<file path="src/kbl_pkg.sv">
`timescale 1ns / 1ps

package kbl_pkg;

  localparam int MAX_BLOCK_DEF = 64;
  localparam int LIM_W = 9;
  localparam int QDEPTH = 2;
  localparam int CFG_W = 12;

  localparam logic [6:0] MAX_LEN_RST = 7'd64;
  localparam logic [11:0] FIRST_TO_RST = 12'd2000;
  localparam logic [11:0] BYTE_TO_RST = 12'd1000;
  localparam logic [7:0] BYTE_MASK = 8'hFF;

  typedef enum logic [1:0] {
    CFG_MAX_LEN = 2'd0,
    CFG_FIRST_TO = 2'd1,
    CFG_BYTE_TO = 2'd2
  } cfg_idx_t;

  typedef enum logic [2:0] {
    MODE_START_LEN = 3'd0,
    MODE_START_FIX = 3'd1,
    MODE_LINE = 3'd2,
    MODE_SEND = 3'd3,
    MODE_TICK = 3'd4,
    MODE_OPEN = 3'd5,
    MODE_CLOSE = 3'd6,
    MODE_BAD = 3'd7
  } mode_t;

  typedef enum logic [2:0] {
    OP_START_LEN,
    OP_START_FIX,
    OP_LINE,
    OP_SEND,
    OP_TICK,
    OP_OPEN,
    OP_CLOSE,
    OP_BAD
  } op_t;

  typedef enum logic [2:0] {
    ST_OK = 3'd0,
    ST_DONE = 3'd1,
    ST_ECHO = 3'd2,
    ST_CNT = 3'd3,
    ST_LONG = 3'd4,
    ST_TIMEOUT = 3'd5,
    ST_IGN = 3'd6
  } status_t;

  typedef struct packed {
    op_t op;
    logic [7:0] data;
    logic last;
  } cmd_t;

  typedef struct packed {
    logic tx_valid;
    logic [7:0] tx_byte;
    logic rx_valid;
    logic [7:0] rx_byte;
    logic [5:0] rx_index;
    logic rx_last;
    status_t status;
    logic [7:0] counter_now;
    logic link_up;
    logic [7:0] data_error_count;
    logic [7:0] timeout_error_count;
  } result_t;

endpackage

</file>
<file path="src/kbl_if.sv">
`timescale 1ns / 1ps

interface kbl_req_if;
  logic valid;
  logic ready;
  logic [2:0] mode;
  logic [7:0] data;
  logic last;

  modport source (output valid, mode, data, last, input ready);
  modport sink (input valid, mode, data, last, output ready);
endinterface

interface kbl_rsp_if;
  logic valid;
  logic ready;
  logic tx_valid;
  logic [7:0] tx_byte;
  logic rx_valid;
  logic [7:0] rx_byte;
  logic [5:0] rx_index;
  logic rx_last;
  logic [2:0] status;
  logic [7:0] counter_now;
  logic link_up;
  logic [7:0] data_error_count;
  logic [7:0] timeout_error_count;

  modport source (output valid, tx_valid, tx_byte, rx_valid, rx_byte, rx_index, rx_last,
                  status, counter_now, link_up, data_error_count, timeout_error_count,
                  input ready);
  modport sink (input valid, tx_valid, tx_byte, rx_valid, rx_byte, rx_index, rx_last,
                status, counter_now, link_up, data_error_count, timeout_error_count,
                output ready);
endinterface

</file>
<file path="src/kw1281_block_link_engine.sv">
`timescale 1ns / 1ps

// Channel  Dir  Handshake          Payload
// req      in   req.valid/ready    mode, data, last
// rsp      out  rsp.valid/ready    tx, rx, status, counter and error fields
// cfg      in   cfg_we             cfg_index, cfg_data
//
// Execute sustains one item per cycle while rsp.ready stays high.
// From accept to result an item passes through a queue entry, then the result register.
// A two-entry queue separates intake from execute; req.ready drops only when it fills.
// Execute stalls only while the result register holds an untaken result.
// Synchronous reset clears link state, counters and configuration to defaults.

module kw1281_block_link_engine #(
  parameter int MAX_BLOCK = kbl_pkg::MAX_BLOCK_DEF
) (
  input  logic clk,
  input  logic rst,
  input  logic cfg_we,
  input  logic [1:0] cfg_index,
  input  logic [kbl_pkg::CFG_W-1:0] cfg_data,
  kbl_req_if.sink req,
  kbl_rsp_if.source rsp
);

  kbl_pkg::cmd_t in_cmd;
  kbl_pkg::cmd_t head;
  kbl_pkg::result_t out_q;
  logic q_full;
  logic q_empty;
  logic pop;
  logic out_valid;

  assign req.ready = !q_full;

  kbl_front u_front (
    .mode (req.mode),
    .data (req.data),
    .last (req.last),
    .cmd  (in_cmd)
  );

  kbl_queue u_queue (
    .clk      (clk),
    .rst      (rst),
    .push     (req.valid && !q_full),
    .push_cmd (in_cmd),
    .full     (q_full),
    .pop      (pop),
    .head     (head),
    .empty    (q_empty)
  );

  kbl_back #(
    .MAX_BLOCK (MAX_BLOCK)
  ) u_back (
    .clk        (clk),
    .rst        (rst),
    .cfg_we     (cfg_we),
    .cfg_index  (cfg_index),
    .cfg_data   (cfg_data),
    .head       (head),
    .head_valid (!q_empty),
    .pop        (pop),
    .out_valid  (out_valid),
    .out_ready  (rsp.ready),
    .out_q      (out_q)
  );

  assign rsp.valid = out_valid;
  assign rsp.tx_valid = out_q.tx_valid;
  assign rsp.tx_byte = out_q.tx_byte;
  assign rsp.rx_valid = out_q.rx_valid;
  assign rsp.rx_byte = out_q.rx_byte;
  assign rsp.rx_index = out_q.rx_index;
  assign rsp.rx_last = out_q.rx_last;
  assign rsp.status = out_q.status;
  assign rsp.counter_now = out_q.counter_now;
  assign rsp.link_up = out_q.link_up;
  assign rsp.data_error_count = out_q.data_error_count;
  assign rsp.timeout_error_count = out_q.timeout_error_count;

endmodule

</file>
<file path="src/kbl_front.sv">
`timescale 1ns / 1ps

module kbl_front (
  input  logic [2:0] mode,
  input  logic [7:0] data,
  input  logic last,
  output kbl_pkg::cmd_t cmd
);

  kbl_pkg::op_t op;

  always_comb begin
    case (kbl_pkg::mode_t'(mode))
      kbl_pkg::MODE_START_LEN: op = kbl_pkg::OP_START_LEN;
      // fixed receive of length zero falls back to length-prefixed
      kbl_pkg::MODE_START_FIX: op = (data == 8'd0) ? kbl_pkg::OP_START_LEN
                                                   : kbl_pkg::OP_START_FIX;
      kbl_pkg::MODE_LINE: op = kbl_pkg::OP_LINE;
      kbl_pkg::MODE_SEND: op = kbl_pkg::OP_SEND;
      kbl_pkg::MODE_TICK: op = kbl_pkg::OP_TICK;
      kbl_pkg::MODE_OPEN: op = kbl_pkg::OP_OPEN;
      kbl_pkg::MODE_CLOSE: op = kbl_pkg::OP_CLOSE;
      default: op = kbl_pkg::OP_BAD;
    endcase
  end

  assign cmd = '{op: op, data: data, last: last};

endmodule

</file>
<file path="src/kbl_queue.sv">
`timescale 1ns / 1ps

module kbl_queue (
  input  logic clk,
  input  logic rst,
  input  logic push,
  input  kbl_pkg::cmd_t push_cmd,
  output logic full,
  input  logic pop,
  output kbl_pkg::cmd_t head,
  output logic empty
);

  localparam int AW = (kbl_pkg::QDEPTH > 1) ? $clog2(kbl_pkg::QDEPTH) : 1;
  localparam logic [AW:0] DEPTH = (AW + 1)'(kbl_pkg::QDEPTH);
  localparam logic [AW-1:0] LAST_SLOT = AW'(kbl_pkg::QDEPTH - 1);

  kbl_pkg::cmd_t mem [kbl_pkg::QDEPTH];
  logic [AW-1:0] wr_ptr;
  logic [AW-1:0] rd_ptr;
  logic [AW:0] count;

  assign full = (count == DEPTH);
  assign empty = (count == '0);
  assign head = mem[rd_ptr];

  always_ff @(posedge clk) begin
    if (push) begin
      mem[wr_ptr] <= push_cmd;
    end
  end

  always_ff @(posedge clk) begin
    if (rst) begin
      wr_ptr <= '0;
      rd_ptr <= '0;
      count <= '0;
    end else begin
      if (push) begin
        wr_ptr <= (wr_ptr == LAST_SLOT) ? '0 : wr_ptr + 1'b1;
      end
      if (pop) begin
        rd_ptr <= (rd_ptr == LAST_SLOT) ? '0 : rd_ptr + 1'b1;
      end
      if (push && !pop) begin
        count <= count + 1'b1;
      end else if (pop && !push) begin
        count <= count - 1'b1;
      end
    end
  end

`ifndef SYNTHESIS
  a_no_overflow: assert property (@(posedge clk) disable iff (rst) full |-> !push)
    else $error("queue written while full");
  a_no_underflow: assert property (@(posedge clk) disable iff (rst) empty |-> !pop)
    else $error("queue read while empty");
  a_count_track: assert property (@(posedge clk) disable iff (rst)
    (push && !pop) |=> count == $past(count) + 1'b1)
    else $error("queue count lost a push");
`endif

endmodule

</file>
<file path="src/kbl_back.sv">
`timescale 1ns / 1ps

module kbl_back #(
  parameter int MAX_BLOCK = kbl_pkg::MAX_BLOCK_DEF
) (
  input  logic clk,
  input  logic rst,
  input  logic cfg_we,
  input  logic [1:0] cfg_index,
  input  logic [kbl_pkg::CFG_W-1:0] cfg_data,
  input  kbl_pkg::cmd_t head,
  input  logic head_valid,
  output logic pop,
  output logic out_valid,
  input  logic out_ready,
  output kbl_pkg::result_t out_q
);

  localparam logic [kbl_pkg::LIM_W-1:0] MAX_LIM = kbl_pkg::LIM_W'(MAX_BLOCK);

  typedef enum logic [1:0] {
    PH_IDLE,
    PH_RX,
    PH_ECHO,
    PH_TXNEXT
  } phase_t;

  phase_t phase, phase_next;
  logic [6:0] expected_len, expected_len_next;
  logic [6:0] received_count, received_count_next;
  logic ack_every_byte, ack_every_byte_next;
  logic [7:0] sent_byte, sent_byte_next;
  logic [7:0] block_counter, block_counter_next;
  logic connected, connected_next;
  logic [11:0] timer, timer_next;
  logic [7:0] data_errors, data_errors_next;
  logic [7:0] timeout_errors, timeout_errors_next;
  logic [6:0] max_block_len;
  logic [11:0] first_to;
  logic [11:0] byte_to;

  logic [kbl_pkg::LIM_W-1:0] limit;
  logic [kbl_pkg::LIM_W-1:0] data_p1;
  logic [7:0] cnt;
  logic [6:0] exp_eff;
  logic fail;
  kbl_pkg::result_t res;

  function automatic logic [7:0] sat_inc(input logic [7:0] v);
    return (v == 8'hFF) ? v : v + 8'd1;
  endfunction

  assign pop = head_valid && (!out_valid || out_ready);
  assign limit = ({2'b00, max_block_len} < MAX_LIM) ? {2'b00, max_block_len} : MAX_LIM;
  assign data_p1 = {1'b0, head.data} + 9'd1;
  assign cnt = {1'b0, received_count} + 8'd1;

  always_comb begin
    phase_next = phase;
    expected_len_next = expected_len;
    received_count_next = received_count;
    ack_every_byte_next = ack_every_byte;
    sent_byte_next = sent_byte;
    block_counter_next = block_counter;
    connected_next = connected;
    timer_next = timer;
    data_errors_next = data_errors;
    timeout_errors_next = timeout_errors;
    exp_eff = expected_len;
    fail = 1'b0;
    res = '0;
    res.status = kbl_pkg::ST_OK;

    case (head.op)
      kbl_pkg::OP_START_LEN: begin
        received_count_next = '0;
        timer_next = first_to;
        ack_every_byte_next = 1'b1;
        expected_len_next = '0;
        phase_next = PH_RX;
      end
      kbl_pkg::OP_START_FIX: begin
        received_count_next = '0;
        timer_next = first_to;
        if ({1'b0, head.data} > limit) begin
          res.status = kbl_pkg::ST_LONG;
          phase_next = PH_IDLE;
        end else begin
          ack_every_byte_next = 1'b0;
          expected_len_next = head.data[6:0];
          phase_next = PH_RX;
        end
      end
      kbl_pkg::OP_LINE: begin
        if (phase == PH_RX) begin
          if (ack_every_byte && cnt == 8'd1) begin
            if (data_p1 > limit) begin
              res.status = kbl_pkg::ST_LONG;
              phase_next = PH_IDLE;
              fail = 1'b1;
            end else begin
              exp_eff = data_p1[6:0];
              expected_len_next = data_p1[6:0];
            end
          end
          if (!fail && ack_every_byte && cnt == 8'd2 && head.data != block_counter) begin
            connected_next = 1'b0;
            data_errors_next = sat_inc(data_errors);
            res.status = kbl_pkg::ST_CNT;
            phase_next = PH_IDLE;
            fail = 1'b1;
          end
          if (!fail) begin
            received_count_next = cnt[6:0];
            res.rx_valid = 1'b1;
            res.rx_byte = head.data;
            res.rx_index = received_count[5:0];
            if ((ack_every_byte && cnt < {1'b0, exp_eff}) ||
                (!ack_every_byte && cnt == {1'b0, exp_eff})) begin
              res.tx_valid = 1'b1;
              res.tx_byte = head.data ^ kbl_pkg::BYTE_MASK;
            end
            if (cnt >= {1'b0, exp_eff}) begin
              res.rx_last = 1'b1;
              res.status = kbl_pkg::ST_DONE;
              block_counter_next = block_counter + 8'd1;
              phase_next = PH_IDLE;
            end else begin
              timer_next = byte_to;
            end
          end
        end else if (phase == PH_ECHO) begin
          if (head.data != (sent_byte ^ kbl_pkg::BYTE_MASK)) begin
            connected_next = 1'b0;
            data_errors_next = sat_inc(data_errors);
            res.status = kbl_pkg::ST_ECHO;
            phase_next = PH_IDLE;
          end else begin
            phase_next = PH_TXNEXT;
          end
        end else begin
          res.status = kbl_pkg::ST_IGN;
        end
      end
      kbl_pkg::OP_SEND: begin
        if (phase inside {PH_IDLE, PH_TXNEXT}) begin
          res.tx_valid = 1'b1;
          res.tx_byte = head.data;
          if (head.last) begin
            res.status = kbl_pkg::ST_DONE;
            block_counter_next = block_counter + 8'd1;
            phase_next = PH_IDLE;
          end else begin
            sent_byte_next = head.data;
            timer_next = byte_to;
            phase_next = PH_ECHO;
          end
        end else begin
          res.status = kbl_pkg::ST_IGN;
        end
      end
      kbl_pkg::OP_TICK: begin
        if (phase inside {PH_RX, PH_ECHO}) begin
          if (timer <= 12'd1) begin
            timer_next = '0;
            connected_next = 1'b0;
            timeout_errors_next = sat_inc(timeout_errors);
            res.status = kbl_pkg::ST_TIMEOUT;
            phase_next = PH_IDLE;
          end else begin
            timer_next = timer - 12'd1;
          end
        end
      end
      kbl_pkg::OP_OPEN: begin
        connected_next = 1'b1;
        block_counter_next = '0;
        phase_next = PH_IDLE;
      end
      kbl_pkg::OP_CLOSE: begin
        connected_next = 1'b0;
        phase_next = PH_IDLE;
      end
      default: begin
        res.status = kbl_pkg::ST_IGN;
      end
    endcase

    res.counter_now = block_counter_next;
    res.link_up = connected_next;
    res.data_error_count = data_errors_next;
    res.timeout_error_count = timeout_errors_next;
  end

  always_ff @(posedge clk) begin
    if (rst) begin
      phase <= PH_IDLE;
      expected_len <= '0;
      received_count <= '0;
      ack_every_byte <= 1'b0;
      sent_byte <= '0;
      block_counter <= '0;
      connected <= 1'b0;
      timer <= '0;
      data_errors <= '0;
      timeout_errors <= '0;
      max_block_len <= kbl_pkg::MAX_LEN_RST;
      first_to <= kbl_pkg::FIRST_TO_RST;
      byte_to <= kbl_pkg::BYTE_TO_RST;
      out_valid <= 1'b0;
      out_q <= '0;
    end else begin
      if (cfg_we) begin
        case (kbl_pkg::cfg_idx_t'(cfg_index))
          kbl_pkg::CFG_MAX_LEN: max_block_len <= cfg_data[6:0];
          kbl_pkg::CFG_FIRST_TO: first_to <= cfg_data;
          kbl_pkg::CFG_BYTE_TO: byte_to <= cfg_data;
          default: ;
        endcase
      end
      if (pop) begin
        phase <= phase_next;
        expected_len <= expected_len_next;
        received_count <= received_count_next;
        ack_every_byte <= ack_every_byte_next;
        sent_byte <= sent_byte_next;
        block_counter <= block_counter_next;
        connected <= connected_next;
        timer <= timer_next;
        data_errors <= data_errors_next;
        timeout_errors <= timeout_errors_next;
        out_valid <= 1'b1;
        out_q <= res;
      end else if (out_ready) begin
        out_valid <= 1'b0;
      end
    end
  end

`ifndef SYNTHESIS
  a_timeout_drops_link: assert property (@(posedge clk) disable iff (rst)
    (out_valid && out_q.status == kbl_pkg::ST_TIMEOUT) |-> !out_q.link_up)
    else $error("timeout result with link still up");
  a_last_is_done: assert property (@(posedge clk) disable iff (rst)
    (out_valid && out_q.rx_last) |-> (out_q.rx_valid && out_q.status == kbl_pkg::ST_DONE))
    else $error("block end without done status");
  a_rx_count_bound: assert property (@(posedge clk) disable iff (rst)
    (phase == PH_RX && expected_len != '0) |-> received_count < expected_len)
    else $error("receive count ran past block length");
  a_errors_monotonic: assert property (@(posedge clk) disable iff (rst)
    1'b1 |=> (data_errors >= $past(data_errors) && timeout_errors >= $past(timeout_errors)))
    else $error("error count decreased");
`endif

endmodule
</file>
<file path="src/flat_wrapper.sv">
// flat-port wrapper written by rule: the top's interface ports become plain ports
module kw1281_block_link_engine_flat 
#(
  parameter int MAX_BLOCK = kbl_pkg::MAX_BLOCK_DEF
)
  (clk, rst, cfg_we, cfg_index, cfg_data, req_valid, req_mode, req_data, req_last, req_ready, rsp_valid, rsp_tx_valid, rsp_tx_byte, rsp_rx_valid, rsp_rx_byte, rsp_rx_index, rsp_rx_last, rsp_status, rsp_counter_now, rsp_link_up, rsp_data_error_count, rsp_timeout_error_count, rsp_ready);
  kbl_req_if req_i ();
  kbl_rsp_if rsp_i ();
  input  logic clk;
  input  logic rst;
  input  logic cfg_we;
  input  logic [1:0] cfg_index;
  input  logic [kbl_pkg::CFG_W-1:0] cfg_data;
  input wire logic [$bits(req_i.valid)-1:0] req_valid;
  input wire logic [$bits(req_i.mode)-1:0] req_mode;
  input wire logic [$bits(req_i.data)-1:0] req_data;
  input wire logic [$bits(req_i.last)-1:0] req_last;
  output wire logic [$bits(req_i.ready)-1:0] req_ready;
  output wire logic [$bits(rsp_i.valid)-1:0] rsp_valid;
  output wire logic [$bits(rsp_i.tx_valid)-1:0] rsp_tx_valid;
  output wire logic [$bits(rsp_i.tx_byte)-1:0] rsp_tx_byte;
  output wire logic [$bits(rsp_i.rx_valid)-1:0] rsp_rx_valid;
  output wire logic [$bits(rsp_i.rx_byte)-1:0] rsp_rx_byte;
  output wire logic [$bits(rsp_i.rx_index)-1:0] rsp_rx_index;
  output wire logic [$bits(rsp_i.rx_last)-1:0] rsp_rx_last;
  output wire logic [$bits(rsp_i.status)-1:0] rsp_status;
  output wire logic [$bits(rsp_i.counter_now)-1:0] rsp_counter_now;
  output wire logic [$bits(rsp_i.link_up)-1:0] rsp_link_up;
  output wire logic [$bits(rsp_i.data_error_count)-1:0] rsp_data_error_count;
  output wire logic [$bits(rsp_i.timeout_error_count)-1:0] rsp_timeout_error_count;
  input wire logic [$bits(rsp_i.ready)-1:0] rsp_ready;
  assign req_i.valid = req_valid;
  assign req_i.mode = req_mode;
  assign req_i.data = req_data;
  assign req_i.last = req_last;
  assign req_ready = req_i.ready;
  assign rsp_valid = rsp_i.valid;
  assign rsp_tx_valid = rsp_i.tx_valid;
  assign rsp_tx_byte = rsp_i.tx_byte;
  assign rsp_rx_valid = rsp_i.rx_valid;
  assign rsp_rx_byte = rsp_i.rx_byte;
  assign rsp_rx_index = rsp_i.rx_index;
  assign rsp_rx_last = rsp_i.rx_last;
  assign rsp_status = rsp_i.status;
  assign rsp_counter_now = rsp_i.counter_now;
  assign rsp_link_up = rsp_i.link_up;
  assign rsp_data_error_count = rsp_i.data_error_count;
  assign rsp_timeout_error_count = rsp_i.timeout_error_count;
  assign rsp_i.ready = rsp_ready;
  kw1281_block_link_engine #(.MAX_BLOCK(MAX_BLOCK)) u_core (.clk(clk), .rst(rst), .cfg_we(cfg_we), .cfg_index(cfg_index), .cfg_data(cfg_data), .req(req_i), .rsp(rsp_i));
endmodule
</file>
<file path="config.mk">
export PLATFORM = sky130hd
export DESIGN_NAME = kw1281_block_link_engine_flat
export DESIGN_NICKNAME = d
export VERILOG_FILES = /design/src/kbl_pkg.sv /design/src/kbl_if.sv /design/src/kw1281_block_link_engine.sv /design/src/kbl_front.sv /design/src/kbl_queue.sv /design/src/kbl_back.sv /design/src/flat_wrapper.sv
export SDC_FILE = /design/constraint.sdc
export NUM_CORES = 1
export LEC_CHECK = 0
export BUFFER_PORTS_ARGS = -buffer_cell sky130_fd_sc_hd__buf_4
export CORE_UTILIZATION = 64
export CTS_CLUSTER_DIAMETER = 30
export DETAILED_ROUTE_END_ITERATION = 12
export HOLD_SLACK_MARGIN = 0.06
export PLACE_DENSITY_LB_ADDON = 0.08
export SLEW_MARGIN = 20
export SYNTH_ARGS = -nofsm -noshare
export SYNTH_HDL_FRONTEND = slang
export SYNTH_SLANG_ARGS = --single-unit
</file>
<file path="constraint.sdc">
create_clock -name clk -period 8.5 [get_ports clk]
set_input_delay 0.425 -clock clk [delete_from_list [all_inputs] [get_ports clk]]
set_output_delay 0.425 -clock clk [all_outputs]
set_load 0.1 [all_outputs]
</file>
**Word level (Yosys, flattened, before mapping)**

Memories as Yosys holds them, arrays and structs flattened. A register that Yosys moved wholly into a read port is not among the register bits.
Cells that the tools add are included.

- Register bits: 126
- Latch bits: 0
- Bits in writable memories: 24
- Bits in read-only memories: 0
- Output and inout port bits: 55
- Word-level logic and storage cells: 227
- Memories kept: 1

Memory list:

| memory | depth | width | read ports | clocked after Yosys merged registers in | wr ports | RTL line | text |
|---|---|---|---|---|---|---|---|
| u_core.u_queue.mem | 2 | 12 | 1 | 1 | 1 | kbl_queue.sv:18 | `kbl_pkg::cmd_t mem [kbl_pkg::QDEPTH];` |

- Add/subtract/negate cells: 10
- Multiply operators: 0
- Divide/modulo/power cells: 0
- Magnitude comparators: 6
- Equality and inequality tests: 39
- Shift operators: 0
- Multiplexer cells: 90
- Bitwise gates (word level): 4
- Reduce and logical (&&, ||, !) cells: 53

Operator list:

| operator | count |
|---|---|
| 12-bit two-way mux | 7 |
| 8-bit two-way mux | 10 |
| 7-bit two-way mux | 8 |
| 12-bit one-hot mux with 4 select lines | 1 |
| 2-bit two-way mux | 15 |
| 28-bit two-way mux | 1 |
| 3-bit two-way mux | 9 |
| 1-bit two-way mux | 25 |
| 25-bit two-way mux | 1 |
| 8-bit by 1-bit adder with 8-bit output (second input constant) | 3 |
| 8-bit one-hot mux with 3 select lines | 1 |
| 3-bit one-hot mux with 7 select lines | 1 |
| 7-bit one-hot mux with 3 select lines | 1 |
| 2-bit != test (second input constant) | 10 |
| 3-bit == test (second input constant) | 6 |
| 9-bit two-way mux | 2 |
| 9-bit one-hot mux with 2 select lines | 1 |
| 8-bit == test (second input constant) | 2 |
| 16-bit two-way mux | 1 |
| 8-bit != test | 2 |
| 8-bit NOT | 2 |
| 3-bit one-hot mux with 5 select lines | 1 |
| 7-bit one-hot mux with 2 select lines | 1 |
| 7-bit AND reduction | 2 |
| 44 further kinds | 89 |

**Logic depth before layout (Yosys ltp)**

Gate-level depths: netlist of run 1.

- Depth in word-level cells: 17
- Mapped depth: 25
- Gate-level depth less buffers: 22

**Hierarchy**

From an unflattened synthesis of run 1, not the netlist that was laid out.

- Cells, all modules: 915
- Area, all modules: 7,988.9 µm²

By module, submodules not included:

| module | instances | cells an instance | area each (µm²) |
|---|---|---|---|
| kbl_back | 1 | 837 | 6,805.3 |
| kbl_queue | 1 | 59 | 1,068.5 |
| kbl_front | 1 | 16 | 101.3 |
| kw1281_block_link_engine | 1 | 3 | 13.8 |

**Worst setup path after synthesis of run 1**

Ideal clock, no wire load.

- Path type: register to register
- Start: register with a tool-made name
- End: register u_core.u_back.block_counter[7]
- Library setup time: 0.070 ns
- Data arrival time: 4.693 ns
- Required time: 8.430 ns
- Slack: 3.737 ns
- Stages on the path, launching flop included: 24
- Buffers on the path: 2
- Period minus slack after synthesis: 4.763 ns
- Cell sequence: dfxtp_1 > buf_6 > buf_8 > mux2i_2 > clkinv_1 > ha_1 > and3_1 > xor2_1 > ha_1 > a211oi_1 > o211ai_1 > a31oi_1 > o32a_1 > nand3_2 > mux2i_1 > ha_1 > nor2b_1 > o211ai_1 > a21o_1 > nand3_1 > and2_1 > a32oi_4 > or4_1 > a21oi_1

RTL lines:

| what | RTL line | text |
|---|---|---|
| end signal, assigned | kbl_back.sv:227 | `block_counter <= block_counter_next;` |
| end, declared | kbl_back.sv:33 | `logic [7:0] block_counter, block_counter_next;` |

==> results of run 1 <==
## routing by layer
metal	global-route usage, %	up-vias
li1	-	3359
met1	44.1	3408
met2	55.2	341
met3	9.40	46
met4	10.5	0
met5	0	-
## flip-flops by register name (all words and copies together) (netlist names), 2 cells and up, named ones only
| register | flops |
|---|---|
| u_core.u_back.data_errors | 8 |
| u_core.u_back.first_to | 12 |
| u_core.u_back.out_q | 28 |
| u_core.u_back.byte_to | 12 |
| u_core.u_back.max_block_len | 7 |
| u_core.u_back.timeout_errors | 8 |
| u_core.u_queue.mem | 24 |
| u_core.u_back.block_counter | 8 |
| u_core.u_back.expected_len | 7 |
| u_core.u_back.sent_byte | 8 |
| u_core.u_queue.count | 2 |
| u_core.u_back.phase | 2 |
| u_core.u_back.timer | 12 |
| u_core.u_back.received_count | 7 |
## metrics by stage
stage / util (%) / hold WS, ns
finish: 76.5 / 0.185
global route: 76.5 / 0.171
global placement: 71.6 / 0.442
CTS: 76.5 / 0.176
detailed placement: 71.6 / 0.453
floorplan: - / 0.432
## layout make-up
type / instances / share of cell area, %
Clock buffer: 20 / 4.85
Clock inverter: 11 / 1.60
Inverter: 27 / 1.10
Multi-Input combinational cell: 676 / 47.4
Sequential cell: 151 / 35.3
Tap cell: 168 / 2.28
Timing Repair Buffer: 91 / 7.40
## power by group through the flow
stage          clock network, mW  registers, mW  logic, mW
2_1_floorplan                  0           1.00      0.802
3_3_place_gp                   0          0.892       1.14
3_5_place_dp                   0          0.895       1.17
4_1_cts                    0.775          0.881       1.18
5_1_grt                    0.804          0.892       1.30
6_report                   0.769          0.884       1.21
## worst max path at each step
stage | end | cells past startpoint
floorplan | u_core.u_back.block_counter[7] | 23
global placement | u_core.u_back.timer[10] | 22
detailed placement | u_core.u_back.timer[0] | 22
CTS | u_core.u_back.timer[11] | 22
global route | u_core.u_back.timer[11] | 22
finish | u_core.u_back.timer[11] | 22
## cell families after synthesis
family	after synthesis
muxes	43
and+or+nand+nor	345
buffers and inverters	74
adders and majority gates	33
xor gates and xnor gates	38
AOI/OAI and AO/OA	217
DFF	151
## worst register-to-register path, stage by stage (launching register included)
cell	delay, ns
dfxtp_1	0.30
buf_4	0.32
mux2i_2	0.40
clkinv_1	0.33
ha_1	0.34
and3_1	0.17
xor2_1	0.16
ha_1	0.23
a211oi_1	0.22
o211ai_1	0.12
a31oi_1	0.17
o32a_1	0.27
nand3_2	0.27
mux2i_1	0.23
ha_1	0.31
nor2b_1	0.13
o211ai_1	0.10
a21o_1	0.19
nand3_1	0.17
nor2_1	0.07
a31oi_2	0.78
o21ai_0	0.21
a21oi_1	0.19
## cells in the mapped netlist, types with 3 or more instances
library cell and instances:
buf_2 9, o22ai_1 5, or2_2 4, a211oi_1 8
nand3b_1 15, mux2_4 5, mux2i_1 26, or3_1 11
nor3_1 13, o21ai_0 46, o21a_1 9, edfxtp_1 24
and4_1 4, a31o_2 8, and2_1 3, a22oi_1 24
a21o_1 8, nand2b_1 5, mux2_1 4, nor2b_1 6
nor4_1 5, a21oi_1 62, and3_1 11, buf_6 3
dfxtp_1 127, nor4_4 3, o211ai_1 5, ha_1 33
nand2_1 108, nand3_1 34, nand4_1 10, o31ai_1 5
mux2_2 5, clkbuf_1 27, nor2_1 99, buf_1 5
xor2_1 25, inv_1 26, xnor2_1 12, a31oi_1 14
==> results by group, run 1 <==
Clocking
  • Clk_lat worst skew: 0.44 ns
  • Post-CTS Setup Inserts: 0
  • CTS tree: yes
  • H-tree level count: 4
  • Clock Path Buffers: 2
  • CTS Buf Count: 17
  • Worst-path clk slew: 0.06 ns
  • CTS Sinks: around 150
  • Post-CTS Resized: 0
  • Hold_buf cts: 0
  • Clk root buf: clkbuf_16

Finish
  • Commonest non-fill, non-tap cell in the layout: dfxtp_1
  • Layout net count: 1028
  • Antenna diodes: 0
  • Non-filler cells, final: 1144
  • Area of the multi-input gates: 4380 um2
  • Layout cells sized above 1: 16.9%
  • Final instance area: 9230 um2
  • Synth-to-Final Area Change: 15.8%
  • Most frequent cells in the layout: dfxtp_1 (127), nand2_1 (108), nor2_1 (99)
  • Filler cells: between 800 and 900
  • Sequential Area: 3260 um2

Logic synthesis
  • Top cells by area, synth: dfxtp_1 (32%), edfxtp_1 (9.0%), ha_1 (5.2%)
  • Asr flop ratio synth: 0%
  • Synth Flop Type: dfxtp_1
  • Register area share after synthesis: 40.9%
  • Synth area leader: dfxtp_1
  • Number of synthesized register bits: about 150
  • Yosys warns: 0
  • Average cell area after synthesis: 8.85 um2
  • Post-synthesis adder-cell area fraction: 5.18%
  • Mux contribution to synthesized area: under 10%
  • Synth Cell Area: approximately 8000 um2
  • Top cell type's share of synthesized area: about a third
  • Syn nets: around 970
  • Synth Area in Compound Gates: 17.8%
  • Library cells used by synthesis: a little under 80
  • Simple logic cell fraction of the synthesized area: 21.5%
  • Post-synth EDFFs: 24
  • Post-Syn Instances: between 900 and 1000
  • Synth Area in XOR/XNOR: 4.27%
  • Largest family of logic cells by synthesized area: simple AND/OR/NAND/NOR gates

Die
  • Row count: 40
  • Die width: roughly 110 um
  • Io pins: 86
  • Core ar.: 12100 um2
  • Die area: about 13000 um2
  • Die Ht: 114 um
  • Starting Density: between 60% and 70%

Timing
  • Max-slew violations: 0
  • Slew @ Worst Pin: 1.18 ns
  • Final setup viols: 0
  • Tcrit/Tclk final: ~68%
  • Fin Setup TNS: 0 ns
  • Worst Skew: 0.0108 ns
  • PnR worst setup slack: about 2.7 ns
  • Maximum clock frequency: 174 MHz
  • Slew headroom: 20.8%
  • RSZ-0062 raised after global routing: no
  • Final hold vios: 0
  • Tmin final: 5.76 ns

Critical path
  • Worst path most repeated cell: ha_1
  • R2R Setup Slk: 2.74 ns
  • CP Buf/Inv Count: 2
  • Cell family with most CP delay: compound AO/OA/AOI/OAI gates
  • CP Launch Type: flip-flop
  • Crit-path cells: buf_4, mux2i_2, clkinv_1, ha_1, and3_1, xor2_1, ha_1, a211oi_1, o211ai_1, a31oi_1, o32a_1, nand3_2, mux2i_1, ha_1, nor2b_1, o211ai_1, a21o_1, nand3_1, nor2_1, a31oi_2, o21ai_0, a21oi_1
  • Worst setup path class: flip-flop to flip-flop
  • Crit. End Element: flip-flop
  • R2R Path End: u_core.u_back.timer[11]
  • Worst r2r path cells: 22
  • Data arrival time of the worst path: 6.12 ns
  • Worst Path Max Fanout: 25
  • Slowest CP cell: a31oi_2
  • Max incr delay on CP: 0.78 ns
  • Worst Path Required: 8.85 ns

Pwr
  • Logic pwr share: 42.2%
  • Switching power: 1.19 mW
  • Switching Share: 41.6%
  • VDD IR-drop max: 0.296 mV
  • Clock power share: 26.9%
  • Final Total Pwr: 2.86 mW
  • Flop pwr share: 30.9%
  • P per Cell Area: 310 nW/um2
  • Leakage: about 3.7 nW
  • Pint: around 1.7 mW

Detailed routing
  • Met2 wire length: 10.1 mm
  • Pre-antenna DRT Iters: 5
  • Drt total wl: 21.3 mm
  • Initial DRC count: 716
  • Antenna viol nets, final: 0
  • WL met3: 1.77 mm
  • M1 wire length: approximately 9.0 mm
  • Via density: roughly 6.3
  • Top Layer Used: met4
  • DRC: 0
  • Avg WL per Cell: 18.6 um
  • Via count: 7154

Placement
  • Placed insts: 1113
  • PortBufs: 85
  • Dpl ws: between 2 and 3 ns
  • Placer Congestion: 0.892
  • HPWL after detailed placement: 14.6 mm
  • Placed cell area: 8640 um2

Hold path
  • WHS Endpoint: u_core.u_queue.mem[1][8]
  • Hold Path Depth: 1
  • Worst hold path startpoint: req_data[7]
  • Worst hold-check path type: primary input to flip-flop

Global routing
  • Overflow after GRT: 0
  • Number of global-route vias before repair: between 6000 and 7000
  • Pin count of the biggest net entering global routing: between 70 and 80
  • GRT Overall Usage: 34.0%
  • Initial antenna violation count: 0
  • First-pass GRT wire length: ~34 mm

Flow run
  • Max-cap viol count: 0

Outcome
  • Status: finished, final reports clean
Note: power is estimated with default switching activity, not from simulation.
==> inputs of run 2 (changes only) <==
--- a/config.mk
+++ b/config.mk
@@ -6,7 +6,7 @@
 export NUM_CORES = 1
 export LEC_CHECK = 0
 export BUFFER_PORTS_ARGS = -buffer_cell sky130_fd_sc_hd__buf_4
-export CORE_UTILIZATION = 64
+export CORE_UTILIZATION = 59
 export CTS_CLUSTER_DIAMETER = 30
 export DETAILED_ROUTE_END_ITERATION = 12
 export HOLD_SLACK_MARGIN = 0.06
==> constraint.sdc (replaced) <==
create_clock -name clk -period 5.7 [get_ports clk]
set_input_delay 0.285 -clock clk [delete_from_list [all_inputs] [get_ports clk]]
set_output_delay 0.285 -clock clk [all_outputs]
set_load 0.1 [all_outputs]
==> run 2 against run 1 <==
Worst setup slack lost 2.2 ns. Clock skew decreased by 0.0035 ns. Non-clock buffer count increased by 15. Via count shrank 0.91%. Power grew 46%. Global-route usage decreased by 2.3 points. First-iteration DRC count is 11% lower. Clock power up 38%. Critical path type unchanged.
==> results by group, run 2 (synthesis results as in run 1) <==
Critical path
  • Worst r2r path cells: 20 (was 22)
  • Crit. End Element: flip-flop (unchanged)
  • Data arrival time of the worst path: 5.50 ns (was 6.12 ns)
  • R2R Setup Slk: 0.54 ns (was 2.74 ns)
  • Worst setup path class: flip-flop to flip-flop (unchanged)
  • CP Launch Type: flip-flop (unchanged)
  • Worst Path Max Fanout: 14 (was 25)
  • Worst Path Required: 6.04 ns (was 8.85 ns)
  • R2R Path End: u_core.u_back.out_q[46] (was u_core.u_back.timer[11])

Timing
  • Slew headroom: 31.3% (was 20.8%)
  • RSZ-0062 raised after global routing: no (unchanged)
  • Final hold vios: 0 (unchanged)
  • Worst Skew: 0.00726 ns (was 0.0108 ns)
  • Fin Setup TNS: 0 ns (unchanged)
  • Tmin final: 5.16 ns (was 5.76 ns)
  • Maximum clock frequency: 194 MHz (was 174 MHz)
  • Final setup viols: 0 (unchanged)
  • Slew @ Worst Pin: 1.03 ns (was 1.18 ns)
  • Tcrit/Tclk final: 90.6% (was 67.8%)
  • Max-slew violations: 0 (unchanged)

Flow run
  • Max-cap viol count: 0 (unchanged)

Finish
  • Top Registers: u_core.u_back.out_q x28, u_core.u_queue.mem x24 (unchanged)
  • Layout cells sized above 1: 17.0% (was 16.9%)
  • Synth-to-Final Area Change: 17.2% (was 15.8%)
  • Layout net count: 1043 (was 1028)
  • Max reg flops: 28 (unchanged)
  • Antenna diodes: 0 (unchanged)
  • Largest Register: u_core.u_back.out_q (unchanged)
  • Final core utilization: 70.8% (was 76.5%)
  • Non-filler cells, final: 1168 (was 1144)
  • Most frequent cells in the layout: dfxtp_1 (126), nand2_1 (108), nor2_1 (99) (was dfxtp_1 (127), nand2_1 (108), nor2_1 (99))
  • Filler cells: 1018 (was 864)
  • Commonest non-fill, non-tap cell in the layout: dfxtp_1 (unchanged)

Clocking
  • Post-CTS Setup Inserts: 0 (unchanged)
  • CTS Sinks: 151 (unchanged)
  • CTS Buf Count: 17 (unchanged)
  • Clock Path Buffers: 2 (unchanged)
  • Clk root buf: clkbuf_16 (unchanged)
  • Clk_lat worst skew: 0.43 ns (was 0.44 ns)
  • CTS tree: yes (unchanged)
  • Worst-path clk slew: 0.06 ns (about the same)
  • H-tree level count: 4 (unchanged)

Die
  • Row count: 42 (was 40)
  • Die area: 14000 um2 (was 12900 um2)
  • Die Ht: 118 um (was 114 um)
  • Die width: 118 um (was 114 um)
  • Core ar.: 13200 um2 (was 12100 um2)
  • Io pins: 86 (unchanged)
  • Starting Density: 60.4% (was 66.1%)

Placement
  • Placed insts: 1125 (was 1113)
  • HPWL after detailed placement: 15.0 mm (was 14.6 mm)
  • Placer Congestion: 0.900 (was 0.892)
  • PortBufs: 85 (unchanged)

Pwr
  • P per Cell Area: 448 nW/um2 (was 310 nW/um2)
  • Leakage: 3.73 nW (was 3.69 nW)
  • Final Total Pwr: 4.18 mW (was 2.86 mW)
  • VDD IR-drop max: 0.487 mV (was 0.296 mV)

Outcome
  • Status: finished, final reports clean (unchanged)

Hold path
  • Hold Path Depth: 3 (was 1)
  • WHS Endpoint: u_core.u_back.first_to[8] (was u_core.u_queue.mem[1][8])
  • Worst hold-check path type: primary input to flip-flop (unchanged)
  • Worst hold path startpoint: cfg_data[8] (was req_data[7])

Global routing
  • Pin count of the biggest net entering global routing: 60 (was 77)
  • GRT Overall Usage: 31.7% (was 34.0%)
  • Overflow after GRT: 0 (unchanged)
  • Initial antenna violation count: 0 (unchanged)
  • First-pass GRT wire length: 34.9 mm (was 33.9 mm)
  • Number of global-route vias before repair: 6794 (was 6714)

Detailed routing
  • Initial DRC count: 639 (was 716)
  • DRC: 0 (unchanged)
  • Via density: 6.07 (was 6.25)
  • Antenna viol nets, final: 0 (unchanged)
  • Pre-antenna DRT Iters: 5 (unchanged)
  • Via count: 7089 (was 7154)
  • Avg WL per Cell: 18.6 um (about the same)
  • Drt total wl: 21.8 mm (was 21.3 mm)
run 2: cell types whose count changed in the layout (fill, tap and decap cells not counted), moves of 2 or more:
cell and change:
buf_4 +4, clkinv_1 +2, dlygate4sd3_1 +11, bufinv_16 -2, clkinv_2 +2
run 2: repair_timing:
| item | 4_1_cts | 5_1_grt |
|---|---|---|
| endpoints found under the hold margin | 22 | 0 |
| hold buffers | 11 | 0 |
| gates resized for setup | 0 | 2 |
| setup endpoints to repair | 0 | 24 |
run 2: worst max-delay path by stage:
stage | startpoint | to | slack [ns] | cells after the start
6_report | flip-flop | u_core.u_back.out_q[46] | 0.54 | 20
3_3_place_gp | flip-flop | u_core.u_back.timer[10] | 0.58 | 20
4_1_cts | flip-flop | u_core.u_back.timer[4] | 0.29 | 21
5_1_grt | flip-flop | u_core.u_back.out_q[44] | 0.11 | 21
2_1_floorplan | flip-flop | u_core.u_back.block_counter[7] | 0.94 | 23
3_5_place_dp | flip-flop | u_core.u_back.timer[6] | 0.33 | 21
run 2: per-stage QoR:
stage          hold slack [ns]  setup WS, ns  area, um2
6_report                0.0745         0.536       9340
3_5_place_dp             0.453         0.332       8680
5_1_grt                 0.0808         0.106       9340
3_3_place_gp             0.443         0.576       8680
2_1_floorplan            0.384         0.937       7970
4_1_cts                 0.0674         0.291       9330
run 2: final cells by class:
class,instances,area [um2],area share (%)
multi-input combinational,676,4390,46.9
sequential,151,3260,34.9
timing repair buffer,106,823,8.81
clock buffer,19,443,4.74
tap,176,220,2.36
clock inverter,13,105,1.12
inverter,27,101,1.08
run 2: routing by layer:
| metal | track usage, % | share of wire [%] | vias to the layer above |
|---|---|---|---|
| met4 | 11.5 | 2.6 | 0 |
| met1 | 41.0 | 44 | 3419 |
| li1 | - | - | 3382 |
| met2 | 52.1 | 48 | 244 |
| met5 | 0 | 0 | - |
| met3 | 6.76 | 5.8 | 44 |
run 2: worst max-delay path, cell delays in order (launching register included):
cell	delay, ns
dfxtp_2	0.53
mux2i_2	0.29
clkinv_1	0.12
ha_1	0.26
xor2_1	0.39
ha_1	0.32
nand4_1	0.11
o211ai_1	0.09
a31oi_1	0.17
o32a_1	0.26
nand3_2	0.27
mux2i_1	0.30
ha_1	0.28
nor2b_1	0.13
o211ai_1	0.15
a21o_1	0.15
a31oi_1	0.08
a31oi_1	0.17
and4_1	0.26
nand4_1	0.38
o21ai_0	0.33
run 2: report_power, final:
group | internal, mW | switching [mW]
combinational | 0.592 | 1.20
clock | 0.607 | 0.449
sequential | 1.22 | 0.118
